<file path="src/rtl/core/dq_pkg.sv">
// dq_pkg: shared types and constants for the double-ended queue
// operation codes, result status codes and the control bundle passed between modules
// no dependencies
`default_nettype none

package dq_pkg;

    localparam int KIND_W   = 2;
    localparam int WORD_W   = 32;
    localparam int STATUS_W = 2;
    localparam int COUNT_W  = 5;

    typedef enum logic [KIND_W-1:0] {
        KIND_PUSH_FRONT = 2'd0,
        KIND_PUSH_REAR  = 2'd1,
        KIND_POP_FRONT  = 2'd2,
        KIND_POP_REAR   = 2'd3
    } kind_t;

    typedef enum logic [STATUS_W-1:0] {
        STATUS_DONE  = 2'd0,
        STATUS_EMPTY = 2'd1,
        STATUS_FULL  = 2'd2
    } status_t;

    // ring access issued for one item
    typedef struct packed {
        logic    wr_en;
        logic    rd_en;
        status_t status;
    } dq_op_t;

endpackage

`default_nettype wire

</file>
<file path="src/rtl/core/dq_ram.sv">
// dq_ram: generic single-write, single-read RAM with registered read data
// read data holds its value when no read is issued
// no dependencies
`default_nettype none

module dq_ram #(
    parameter int WIDTH = 32,
    parameter int DEPTH = 16
) (
    input  wire logic                     clk,
    input  wire logic                     wr_en,
    input  wire logic [$clog2(DEPTH)-1:0] wr_addr,
    input  wire logic [WIDTH-1:0]         wr_data,
    input  wire logic                     rd_en,
    input  wire logic [$clog2(DEPTH)-1:0] rd_addr,
    output logic      [WIDTH-1:0]         rd_data
);

    logic [WIDTH-1:0] mem_reg [DEPTH];
    logic [WIDTH-1:0] rd_data_reg;

    always_ff @(posedge clk)
    begin
        if (wr_en)
        begin
            mem_reg[wr_addr] <= wr_data;
        end
        if (rd_en)
        begin
            rd_data_reg <= mem_reg[rd_addr];
        end
    end

    assign rd_data = rd_data_reg;

endmodule

`default_nettype wire

</file>
<file path="src/rtl/core/dq_ctrl.sv">
// dq_ctrl: front/rear pointers, element count and capacity figure of the ring
// decides per item whether it is refused and which ring entry is written or read
// depends on dq_pkg
`default_nettype none

module dq_ctrl #(
    parameter int DEPTH = 16
) (
    input  wire logic                          clk,
    input  wire logic                          rst_n,
    input  wire logic                          accept,
    input  wire logic [dq_pkg::KIND_W-1:0]     kind,
    output dq_pkg::dq_op_t                     op,
    output logic [$clog2(DEPTH)-1:0]           addr,
    output logic [$clog2(DEPTH+1)-1:0]         count_after,
    output logic [$clog2(DEPTH)+1-1:0]         cap_after
);

    import dq_pkg::*;

    localparam int IDX_W = $clog2(DEPTH);
    localparam int CNT_W = $clog2(DEPTH + 1);
    localparam int CAP_W = $clog2(DEPTH) + 1;

    logic [IDX_W-1:0] front_reg, front_next;
    logic [IDX_W-1:0] rear_reg,  rear_next;
    logic [CNT_W-1:0] count_reg, count_next;
    logic [CAP_W-1:0] cap_reg,   cap_next;
    kind_t            op_kind;
    logic             is_push;

    function automatic logic [IDX_W-1:0] ring_inc(input logic [IDX_W-1:0] i);
        return (i == IDX_W'(DEPTH - 1)) ? '0 : i + 1'b1;
    endfunction

    function automatic logic [IDX_W-1:0] ring_dec(input logic [IDX_W-1:0] i);
        return (i == '0) ? IDX_W'(DEPTH - 1) : i - 1'b1;
    endfunction

    assign op_kind = kind_t'(kind);
    assign is_push = op_kind inside {KIND_PUSH_FRONT, KIND_PUSH_REAR};

    always_comb
    begin
        front_next = front_reg;
        rear_next  = rear_reg;
        count_next = count_reg;
        cap_next   = cap_reg;
        addr       = front_reg;
        op.wr_en   = 1'b0;
        op.rd_en   = 1'b0;
        op.status  = STATUS_DONE;

        if (accept)
        begin
            if (is_push)
            begin
                if (count_reg == CNT_W'(DEPTH))
                begin
                    op.status = STATUS_FULL;
                end
                else
                begin
                    if (CAP_W'(count_reg) == cap_reg)
                    begin
                        cap_next = cap_reg << 1;
                    end
                    // an empty ring places the first word on the shared slot
                    if (count_reg == '0)
                    begin
                        rear_next = front_reg;
                        addr      = front_reg;
                    end
                    else if (op_kind == KIND_PUSH_FRONT)
                    begin
                        front_next = ring_inc(front_reg);
                        addr       = front_next;
                    end
                    else
                    begin
                        rear_next = ring_dec(rear_reg);
                        addr      = rear_next;
                    end
                    count_next = count_reg + 1'b1;
                    op.wr_en   = 1'b1;
                end
            end
            else
            begin
                if (count_reg == '0)
                begin
                    op.status = STATUS_EMPTY;
                end
                else
                begin
                    // the last element leaves both pointers on its slot
                    if (op_kind == KIND_POP_FRONT)
                    begin
                        addr = front_reg;
                        if (count_reg > CNT_W'(1))
                        begin
                            front_next = ring_dec(front_reg);
                        end
                    end
                    else
                    begin
                        addr = rear_reg;
                        if (count_reg > CNT_W'(1))
                        begin
                            rear_next = ring_inc(rear_reg);
                        end
                    end
                    count_next = count_reg - 1'b1;
                    if ({CAP_W'(count_next), 1'b0} == {1'b0, cap_reg})
                    begin
                        cap_next = cap_reg >> 1;
                    end
                    op.rd_en = 1'b1;
                end
            end
        end
    end

    always_ff @(posedge clk or negedge rst_n)
    begin
        if (!rst_n)
        begin
            front_reg <= '0;
            rear_reg  <= '0;
            count_reg <= '0;
            cap_reg   <= CAP_W'(1);
        end
        else
        begin
            front_reg <= front_next;
            rear_reg  <= rear_next;
            count_reg <= count_next;
            cap_reg   <= cap_next;
        end
    end

    assign count_after = count_next;
    assign cap_after   = cap_next;

endmodule

`default_nettype wire

</file>
<file path="src/rtl/core/double_ended_queue.sv">
// double_ended_queue: bounded deque of signed words held in a ring RAM
// depends on dq_pkg, dq_ctrl and dq_ram
//
// Takes one item per cycle while in_stall is low and returns one result per item, in
// order: a push at either end, or a pop from either end. A pop on an empty queue and a
// push on a full ring (DEPTH words) are refused, flagged in status and change nothing.
// Each result carries the popped word (zero otherwise), the element count and the
// capacity figure after the item; both are reported modulo 32. A result passes the
// registered read port of the ring RAM, then the output register; out_stall can hold
// it in either. Pointer and count updates complete in the cycle of acceptance, so items
// may follow in every cycle unless stalled. The ring is not cleared after reset.
`default_nettype none

module double_ended_queue #(
    parameter int DEPTH = 16
) (
    input  wire logic                               clk,
    input  wire logic                               rst_n,
    input  wire logic                               in_valid,
    output logic                                    in_stall,
    input  wire logic [dq_pkg::KIND_W-1:0]          kind,
    input  wire logic signed [dq_pkg::WORD_W-1:0]   push_value,
    output logic                                    out_valid,
    input  wire logic                               out_stall,
    output logic signed [dq_pkg::WORD_W-1:0]        pop_value,
    output logic [dq_pkg::STATUS_W-1:0]             status,
    output logic [dq_pkg::COUNT_W-1:0]              count,
    output logic [dq_pkg::COUNT_W-1:0]              nominal_capacity
);

    import dq_pkg::*;

    localparam int IDX_W = $clog2(DEPTH);
    localparam int CNT_W = $clog2(DEPTH + 1);
    localparam int CAP_W = $clog2(DEPTH) + 1;

    logic              accept;
    dq_op_t            op;
    logic [IDX_W-1:0]  addr;
    logic [CNT_W-1:0]  count_after;
    logic [CAP_W-1:0]  cap_after;
    logic [WORD_W-1:0] rd_data;

    // stage after the ring access, aligned with the RAM read data
    logic              s1_valid_reg, s1_valid_next;
    logic              s1_pop_reg;
    status_t           s1_status_reg;
    logic [CNT_W-1:0]  s1_count_reg;
    logic [CAP_W-1:0]  s1_cap_reg;
    logic              s1_move;

    logic              out_valid_reg, out_valid_next;
    logic [WORD_W-1:0] pop_value_reg;
    status_t           status_reg;
    logic [CNT_W-1:0]  count_reg;
    logic [CAP_W-1:0]  cap_reg;

    assign s1_move  = s1_valid_reg && (!out_valid_reg || !out_stall);
    assign in_stall = s1_valid_reg && !s1_move;
    assign accept   = in_valid && !in_stall;

    dq_ctrl #(
        .DEPTH (DEPTH)
    ) u_ctrl (
        .clk         (clk),
        .rst_n       (rst_n),
        .accept      (accept),
        .kind        (kind),
        .op          (op),
        .addr        (addr),
        .count_after (count_after),
        .cap_after   (cap_after)
    );

    dq_ram #(
        .WIDTH (WORD_W),
        .DEPTH (DEPTH)
    ) u_ram (
        .clk     (clk),
        .wr_en   (op.wr_en),
        .wr_addr (addr),
        .wr_data (push_value),
        .rd_en   (op.rd_en),
        .rd_addr (addr),
        .rd_data (rd_data)
    );

    assign s1_valid_next  = accept || (s1_valid_reg && !s1_move);
    assign out_valid_next = s1_move || (out_valid_reg && out_stall);

    always_ff @(posedge clk or negedge rst_n)
    begin
        if (!rst_n)
        begin
            s1_valid_reg  <= 1'b0;
            out_valid_reg <= 1'b0;
        end
        else
        begin
            s1_valid_reg  <= s1_valid_next;
            out_valid_reg <= out_valid_next;
        end
    end

    // the RAM read data only changes on a new read, so it stays aligned with stage 1
    always_ff @(posedge clk)
    begin
        if (accept)
        begin
            s1_pop_reg    <= op.rd_en;
            s1_status_reg <= op.status;
            s1_count_reg  <= count_after;
            s1_cap_reg    <= cap_after;
        end
        if (s1_move)
        begin
            pop_value_reg <= s1_pop_reg ? rd_data : '0;
            status_reg    <= s1_status_reg;
            count_reg     <= s1_count_reg;
            cap_reg       <= s1_cap_reg;
        end
    end

    assign out_valid        = out_valid_reg;
    assign pop_value        = pop_value_reg;
    assign status           = status_reg;
    assign count            = COUNT_W'(count_reg);
    assign nominal_capacity = COUNT_W'(cap_reg);

    a_single_access: assert property (@(posedge clk) disable iff (!rst_n)
        $onehot0({op.wr_en, op.rd_en}))
        else $error("ring written and read for the same item");

    a_refused_idle: assert property (@(posedge clk) disable iff (!rst_n)
        accept && op.status != STATUS_DONE |-> !op.wr_en && !op.rd_en)
        else $error("refused item touched the ring");

    a_cap_pow2: assert property (@(posedge clk) disable iff (!rst_n)
        s1_valid_reg |-> $onehot(s1_cap_reg))
        else $error("capacity figure is not a power of two");

    a_count_bound: assert property (@(posedge clk) disable iff (!rst_n)
        s1_valid_reg |-> s1_count_reg <= CNT_W'(DEPTH))
        else $error("element count beyond ring depth");

    a_zero_word: assert property (@(posedge clk) disable iff (!rst_n)
        s1_move && !s1_pop_reg |=> pop_value == '0)
        else $error("nonzero word on a result without a pop");

endmodule

`default_nettype wire

</file>
<file path="config.mk">
export PLATFORM = sky130hd
export DESIGN_NAME = double_ended_queue
export DESIGN_NICKNAME = d
export VERILOG_FILES = /design/src/rtl/core/dq_pkg.sv /design/src/rtl/core/dq_ram.sv /design/src/rtl/core/dq_ctrl.sv /design/src/rtl/core/double_ended_queue.sv
export SDC_FILE = /design/constraint.sdc
export NUM_CORES = 1
export LEC_CHECK = 0
export BUFFER_PORTS_ARGS = -buffer_cell sky130_fd_sc_hd__buf_4
export CAP_MARGIN = 20
export CORE_MARGIN = 3
export CORE_UTILIZATION = 35
export CTS_BUF_LIST = sky130_fd_sc_hd__clkbuf_8
export CTS_CLUSTER_DIAMETER = 100
export DETAILED_ROUTE_END_ITERATION = 10
export PLACE_DENSITY = 0.6
export SETUP_SLACK_MARGIN = 0.4
export SYNTH_ARGS = -nofsm -noshare
export SYNTH_HDL_FRONTEND = slang
export SYNTH_SLANG_ARGS = --single-unit
</file>
<file path="constraint.sdc">
create_clock -name clk -period 4.4 [get_ports clk]
set_clock_uncertainty 0.15 [all_clocks]
set_input_delay 0.66 -clock clk [delete_from_list [all_inputs] [get_ports clk]]
set_output_delay 0.66 -clock clk [all_outputs]
set_load 0.01 [all_outputs]
</file>
# Word level (Yosys, flattened, before mapping)

Memories as Yosys holds them, arrays and structs flattened. A register that Yosys moved wholly into a read port is not among the register bits.
Index checks and enable logic that the tools add are counted.

Register bits: 77
RAM bits: 512
Input bits: 38
Word-level logic and storage cells: 100
Memories kept: 1

Memory list:

| memory        | depth | bits a word | rd ports | clocked after Yosys merged registers in | wr ports | line         | text |
|---|---|---|---|---|---|---|---|
| u_ram.mem_reg | 16    | 32          | 1        | 1                                       | 1        | dq_ram.sv:19 | `logic [WIDTH-1:0] mem_reg [DEPTH];` |

Add/subtract/negate cells: 6
Magnitude comparators: 1
Eq/ne operators: 13
Muxes and demuxes: 45
Reductions and logical operators: 20

Operator list:

| cell                | count |
|---|---|
| $mux 4              | 26 |
| $mux 5              | 10 |
| $add 4x1->4 const B | 2 |
| $eq 4x4->1 const B  | 2 |
| $logic_not 4->1     | 2 |
| $sub 4x1->4 const B | 2 |
| $mux 1              | 7 |
| $reduce_and 7->1    | 1 |
| $eq 6x5->1          | 1 |
| $ne 2x1->1 const B  | 3 |
| $reduce_and 6->1    | 1 |
| $reduce_bool 2->1   | 3 |
| $add 5x1->5 const B | 1 |
| $eq 5x5->1          | 1 |
| $eq 5x5->1 const B  | 1 |
| $gt 5x1->1 const B  | 1 |
| $logic_not 5->1     | 1 |
| $sub 5x1->5 const B | 1 |
| $logic_and 1x1->1   | 4 |
| $logic_not 1->1     | 4 |
| $mux 2              | 2 |
| $ne 2x2->1 const B  | 2 |
| $logic_or 1x1->1    | 3 |
| $ne 3x3->1 const B  | 1 |
| other kinds (3)     | 3 |

# Longest topological paths before layout

Depth after elaboration: 10
Mapped depth: 15
Mapped depth without buffers: 9

# Modules after synthesis

From an unflattened synthesis, not the netlist that was laid out.

Cells, all modules: 1,174
Area, all modules: 24,108.1 um^2

By module, submodules not included:

| module             | times used | cells an instance | area each (um^2) | seq. area each (um^2) |
|---|---|---|---|---|
| dq_ram             | 1          | 838               | 20,155.6         | 16,335.7 |
| double_ended_queue | 1          | 100               | 2,053.2          | 1,761.7 |
| dq_ctrl            | 1          | 236               | 1,899.3          | 451.7 |

# Least setup slack after synthesis

Ideal clock, no wire load.

Kind: input -> register
Start point: in out_stall
End point: mem u_ram.mem_reg[12][0] (enable)
Setup time: 421 ps
Data arrival time: 4,048 ps
Slack: -219 ps
Stages: 9
Buffers on the path: 3
Path through: nand3_1 nand2_1 inv_1 clkbuf_1 a22oi_2 or2_2 buf_2 buf_2 nor2_1

Longest elaborated chain between the ends: 10

Ends and longest elaborated chain:

| what                         | line                     | text |
|---|---|---|
| from (decl)                  | double_ended_queue.sv:24 | `input wire logic out_stall,` |
| $logic_not 1->1 *            | double_ended_queue.sv:58 | `assign s1_move = s1_valid_reg && (!out_valid_reg \|\| !out_stall);` |
| $logic_or 1x1->1 *           | double_ended_queue.sv:58 |  |
| $logic_and 1x1->1 *          | double_ended_queue.sv:58 |  |
| $logic_not 1->1 *            | double_ended_queue.sv:59 | `assign in_stall = s1_valid_reg && !s1_move;` |
| $logic_and 1x1->1 *          | double_ended_queue.sv:59 |  |
| $logic_not 1->1 *            | double_ended_queue.sv:60 | `assign accept = in_valid && !in_stall;` |
| $logic_and 1x1->1 *          | double_ended_queue.sv:60 |  |
| via accept                   | double_ended_queue.sv:37 | `logic accept;` |
| $mux 4                       | dq_ctrl.sv:54            | `if (accept)` |
| $mux 1                       | dq_ram.sv:24             | `if (wr_en)` |
| $mux 1 (not written as such) | dq_ram.sv:26             | `mem_reg[wr_addr] <= wr_data;` |
| to (decl)                    | dq_ram.sv:19             |  |

The timed path passes the listed nets; every way through them passes the cells marked *.

# Final worst setup path

Start point: reg u_ctrl.count_reg[0]
End point: reg u_ram.rd_data_reg[26], in the netlist u_ram.rd_data[26], read port of u_ram.mem_reg (data pin)

Longest elaborated chain between the ends: 5

Ends and longest elaborated chain:

| what                   | line                         | text |
|---|---|---|
| from (decl)            | dq_ctrl.sv:27                | `logic [CNT_W-1:0] count_reg, count_next;` |
| from (signal assigned) | dq_ctrl.sv:137               | `count_reg <= count_next;` |
| $logic_not 5->1        | dq_ctrl.sv:69, dq_ctrl.sv:90 |  |
| $mux 4                 | dq_ctrl.sv:69                | `if (count_reg == '0)` |
| $mux 4                 | dq_ctrl.sv:58                | `if (count_reg == CNT_W'(DEPTH))` |
| $mux 4                 | dq_ctrl.sv:56                | `if (is_push)` |
| $mux 4                 | dq_ctrl.sv:54                |  |
| to (decl)              | dq_ram.sv:20                 | `logic [WIDTH-1:0] rd_data_reg;` |

Parallel ways exist; a longest one is shown, timed or not.
A chain may end at the register's enable or synchronous reset.

==> metrics.md <==
| Metric | Value |
|---|---|
| Startpoint types | `flop` |
| R2R setup slack | `490 ps` |
| Die Wd | `approximately 270 um` |
| Post-synthesis register bit count | `between 600 and 700` |
| Hold endpoint | `out_valid` |
| Yosys top cell area share | `0.717` |
| Peak VDD IR | `0.497 mV` |
| Layout cells sized above 1 | `0.253` |
| Total power draw | `roughly 17 mW` |
| CP cell instances | `inv_1 > ha_1 > or3b_1 > nand3_1 > a2111oi_4 > or3_1 > nand2_2 > buf_4 > a21oi_1 > nor4_2` |
| Clock transition at path regs | `approximately 60 ps` |
| Reg power frac | `0.422` |
| F_max | `~260 MHz` |
| I/O pins | `84` |
| Core area | `between 70000 and 80000 um^2` |
| R2r worst-path depth | `10` |
| Switching Fraction | `0.326` |
| Worst hold path startpoint | `out_stall` |
| Routability cong. | `0.835` |
| Critical path class | `flop to flop` |
| Rows | `97` |
| Global-route wire length before repair | `slightly above 90000 um` |
| Fraction of registers with async set/reset | `0.0322` |
| Netlist Area Pre-Place | `between 20000 and 30000 um^2` |
| Final setup violation count | `0` |
| Final nets | `between 1.5k and 2k` |
| Multi-input logic area | `approximately 6200 um^2` |
| Vias per cell | `approximately 5.3` |
| Clock buffer depth | `3` |
| Clock sink total | `~620` |
| Synth unique cells | `69` |
| Synth Instances | `around 1.5k` |
| EDFF count, synth | `601` |
| CTS tree | `yes` |
| Inserted Diodes | `0` |
| IO buf count | `between 80 and 90` |
| Clock power frac | `0.276` |
| DRT Pass-1 Iters | `6` |
| Clock Latency Late Sink | `700 ps` |
| DRT iter0 DRCs | `between 1k and 1.5k` |
| WP buf/inv | `2` |
| Max cap viols | `0` |
| Via Count | `14.3k` |
| Tcrit/Tclk final | `0.888` |
| Total CTS buffers | `98` |
| P_leak | `10.2 nW` |
| Die area | `75200 um^2` |
| Residual DRC | `0` |
| Critical path's top delay family | `simple AND/OR/NAND/NOR gates` |
| Largest cells by area after synthesis | `edfxtp_1, a211o_1, and3_1` |
| Avg Synthesized Cell Area | `between 15 and 20 um^2` |
| R2r endpoint | `u_ram.rd_data[26]` |
| CP Capture Type | `flop` |
| Syn Nets | `about 1.6k` |
| Max stage delay on crit path | `a little over 500 ps` |
| Worst-Margin Slew | `roughly 940 ps` |
| Final Hold Fails | `0` |
| Hold Crit Class | `primary input to flop` |
| Number of antenna violations at the first check in global routing | `1` |
| P_sw | `about 5.6 mW` |
| Initial core utilization | `0.357` |
| Status | `completed` |
| Worst Path Required | `around 4700 ps` |
| Final Util | `0.416` |
| Area growth from synthesis to layout | `16.7%` |
| Layout Cells excl Fill | `2678` |
| Cell taking the most area after synthesis | `edfxtp_1` |
| Largest net degree at the start of global routing | `about 130` |
| Root Driver | `clkbuf_8` |
| Fin crit period | `3910 ps` |
| Register area | `approximately 19000 um^2` |
| Hold WS | `approximately 88 ps` |
| Pwr dens | `588 nW/um^2` |
| Slew Viols, Final | `0` |
| Worst Path Arrival | `4200 ps` |
| Int Pwr | `11.7 mW` |
| Die H | `around 270 um` |
| Ys flop type | `edfxtp_1` |
| Comb pwr share | `0.302` |
| H-tree Lvls | `3` |
| CP max-delay cell | `or3b_1` |
| Antenna-violating nets left | `0` |
| Number of global-route vias before repair | `14.6k` |
| Post-DP HPWL | `between 30000 and 40000 um` |
| Cell Count Post-Placement | `around 2.5k` |
| GR Util All Layers | `0.162` |
| Part of the Yosys area used for sequential elements | `0.737` |
| Warnings from Yosys | `0` |
| Grt ovf | `0` |
| Final WL | `61600 um` |
| Fillers | `about 6.3k` |
| RSZ-0062 raised after global routing | `true` |
| DR WL/cell | `around 23 um` |
| Rel. slew slack | `0.374` |
| Hold-critical path depth | `2` |
| Crit-path max FO | `17` |
| Worst r2r src | `u_ctrl.count_reg[0]` |
| Max reg flops | `a little over 500` |
through the flow:
step           TNS [ps]  instance area [um^2]  worst slack (ps)
2_1_floorplan    -10760                 25200             -77.8
3_3_place_gp          0                 27300               437
3_5_place_dp          0                 27300               300
4_1_cts               0                 29300               417
5_1_grt               0                 29400               332
6_report              0                 29400               493
layout make-up:
cell class,instances,area share
clock inverters,81,0.0184
well taps,940,0.0400
inverters,17,0.00217
multi-input cells,770,0.213
clock buffers,100,0.0468
repair buffers,149,0.0489
flip-flops and latches,621,0.631
synthesized netlist by cell type (4+ instances only):
cell type    n
nand2b_1     5
nor4_2      32
a21oi_1     83
inv_1       17
a211o_1    126
nor3_1       9
nor2_1      75
o22ai_1     37
nand2_1     22
buf_2       31
a311oi_1     4
clkbuf_1    69
o21ai_0     18
xor2_1       8
and3_1     129
and2_1      35
or3_1        4
a211oi_1     8
edfxtp_1   601
ha_1         8
mux4_2      33
dfrtp_1     19
nand4_1      5
nand3_1      8
xnor2_1      5
mux2_2      64
logic make-up (layout without fill, tap and decap cells):
kind of cell    Yosys count  count (layout)  synth area share
compound gates          304             304            0.0867
xor+xnor                 13              13           0.00452
fa+ha+maj                 8               8           0.00397
buf+inv                 127             347            0.0239
flops                   621             621             0.737
mux                      99              99            0.0589
simple gates            346             346            0.0854
power by group through the flow:
stage	Sequential (mW)	Combinational, mW	Clock (mW)
6_report	7.29	5.22	4.78
5_1_grt	7.33	5.65	5.19
4_1_cts	7.29	5.19	4.93
3_5_place_dp	7.41	5.17	0
3_3_place_gp	7.39	5.09	0
2_1_floorplan	7.31	3.62	0
worst register-to-register path, cell delays in order (launching register included):
cell and delay [ps]:
dfrtp_1 480, inv_1 160, ha_1 230, or3b_1 510
nand3_1 250, a2111oi_4 100, or3_1 500, nand2_2 440
buf_4 340, a21oi_1 100, nor4_2 400
layout by cell type (no fill, tap or decap), types with 5 or more instances in the layout:
cell type and n:
nor2_1 59, mux4_2 33, nor4_2 32, nand2_1 22, inv_1 43, buf_12 21
xnor2_1 5, xor2_1 8, ha_1 8, and3_1 129, clkinv_1 29, nor2_4 16
edfxtp_1 601, clkbuf_8 100, o21ai_0 18, nor3_1 9, dfrtp_1 19, and2_1 35
a211o_1 126, o22ai_1 37, nand3_1 7, mux2_2 64, buf_4 121, a21oi_1 83
a211oi_1 8, clkinv_2 10, bufinv_16 6, nand4_1 5
routing by layer:
layer | vias up | GRT usage | share of wire
li1 | 6360 | - | -
met1 | 7362 | 0.222 | 0.44
met2 | 441 | 0.259 | 0.48
met3 | 93 | 0.0347 | 0.068
met4 | 2 | 0.0513 | 0.020
met5 | - | 0 | 0.00021
how the worst max path moves through the flow:
stage	from	end	slack [ps]	depth (start not counted)
floorplan	u_ctrl.count_reg[0]	u_ram.mem_reg[8][0]	-80	12
global placement	u_ctrl.count_reg[0]	u_ram.mem_reg[15][20]	440	11
detailed placement	u_ctrl.count_reg[0]	u_ram.mem_reg[15][21]	300	11
CTS	u_ctrl.count_reg[0]	u_ram.mem_reg[10][25]	420	10
global route	u_ctrl.count_reg[0]	u_ram.rd_data[5]	330	11
finish	u_ctrl.count_reg[0]	u_ram.rd_data[26]	490	10
what timing repair did:
action | CTS | global route
cloned | 0 | 1
endpoints found under the hold margin | 20 | 0
setup endpoints to repair | 72 | 223
pin swaps | 2 | 3
setup buffers | 4 | 8
resized for setup | 1 | 9
hold buffers | 1 | 0
Power figures use the tool's default switching activity.
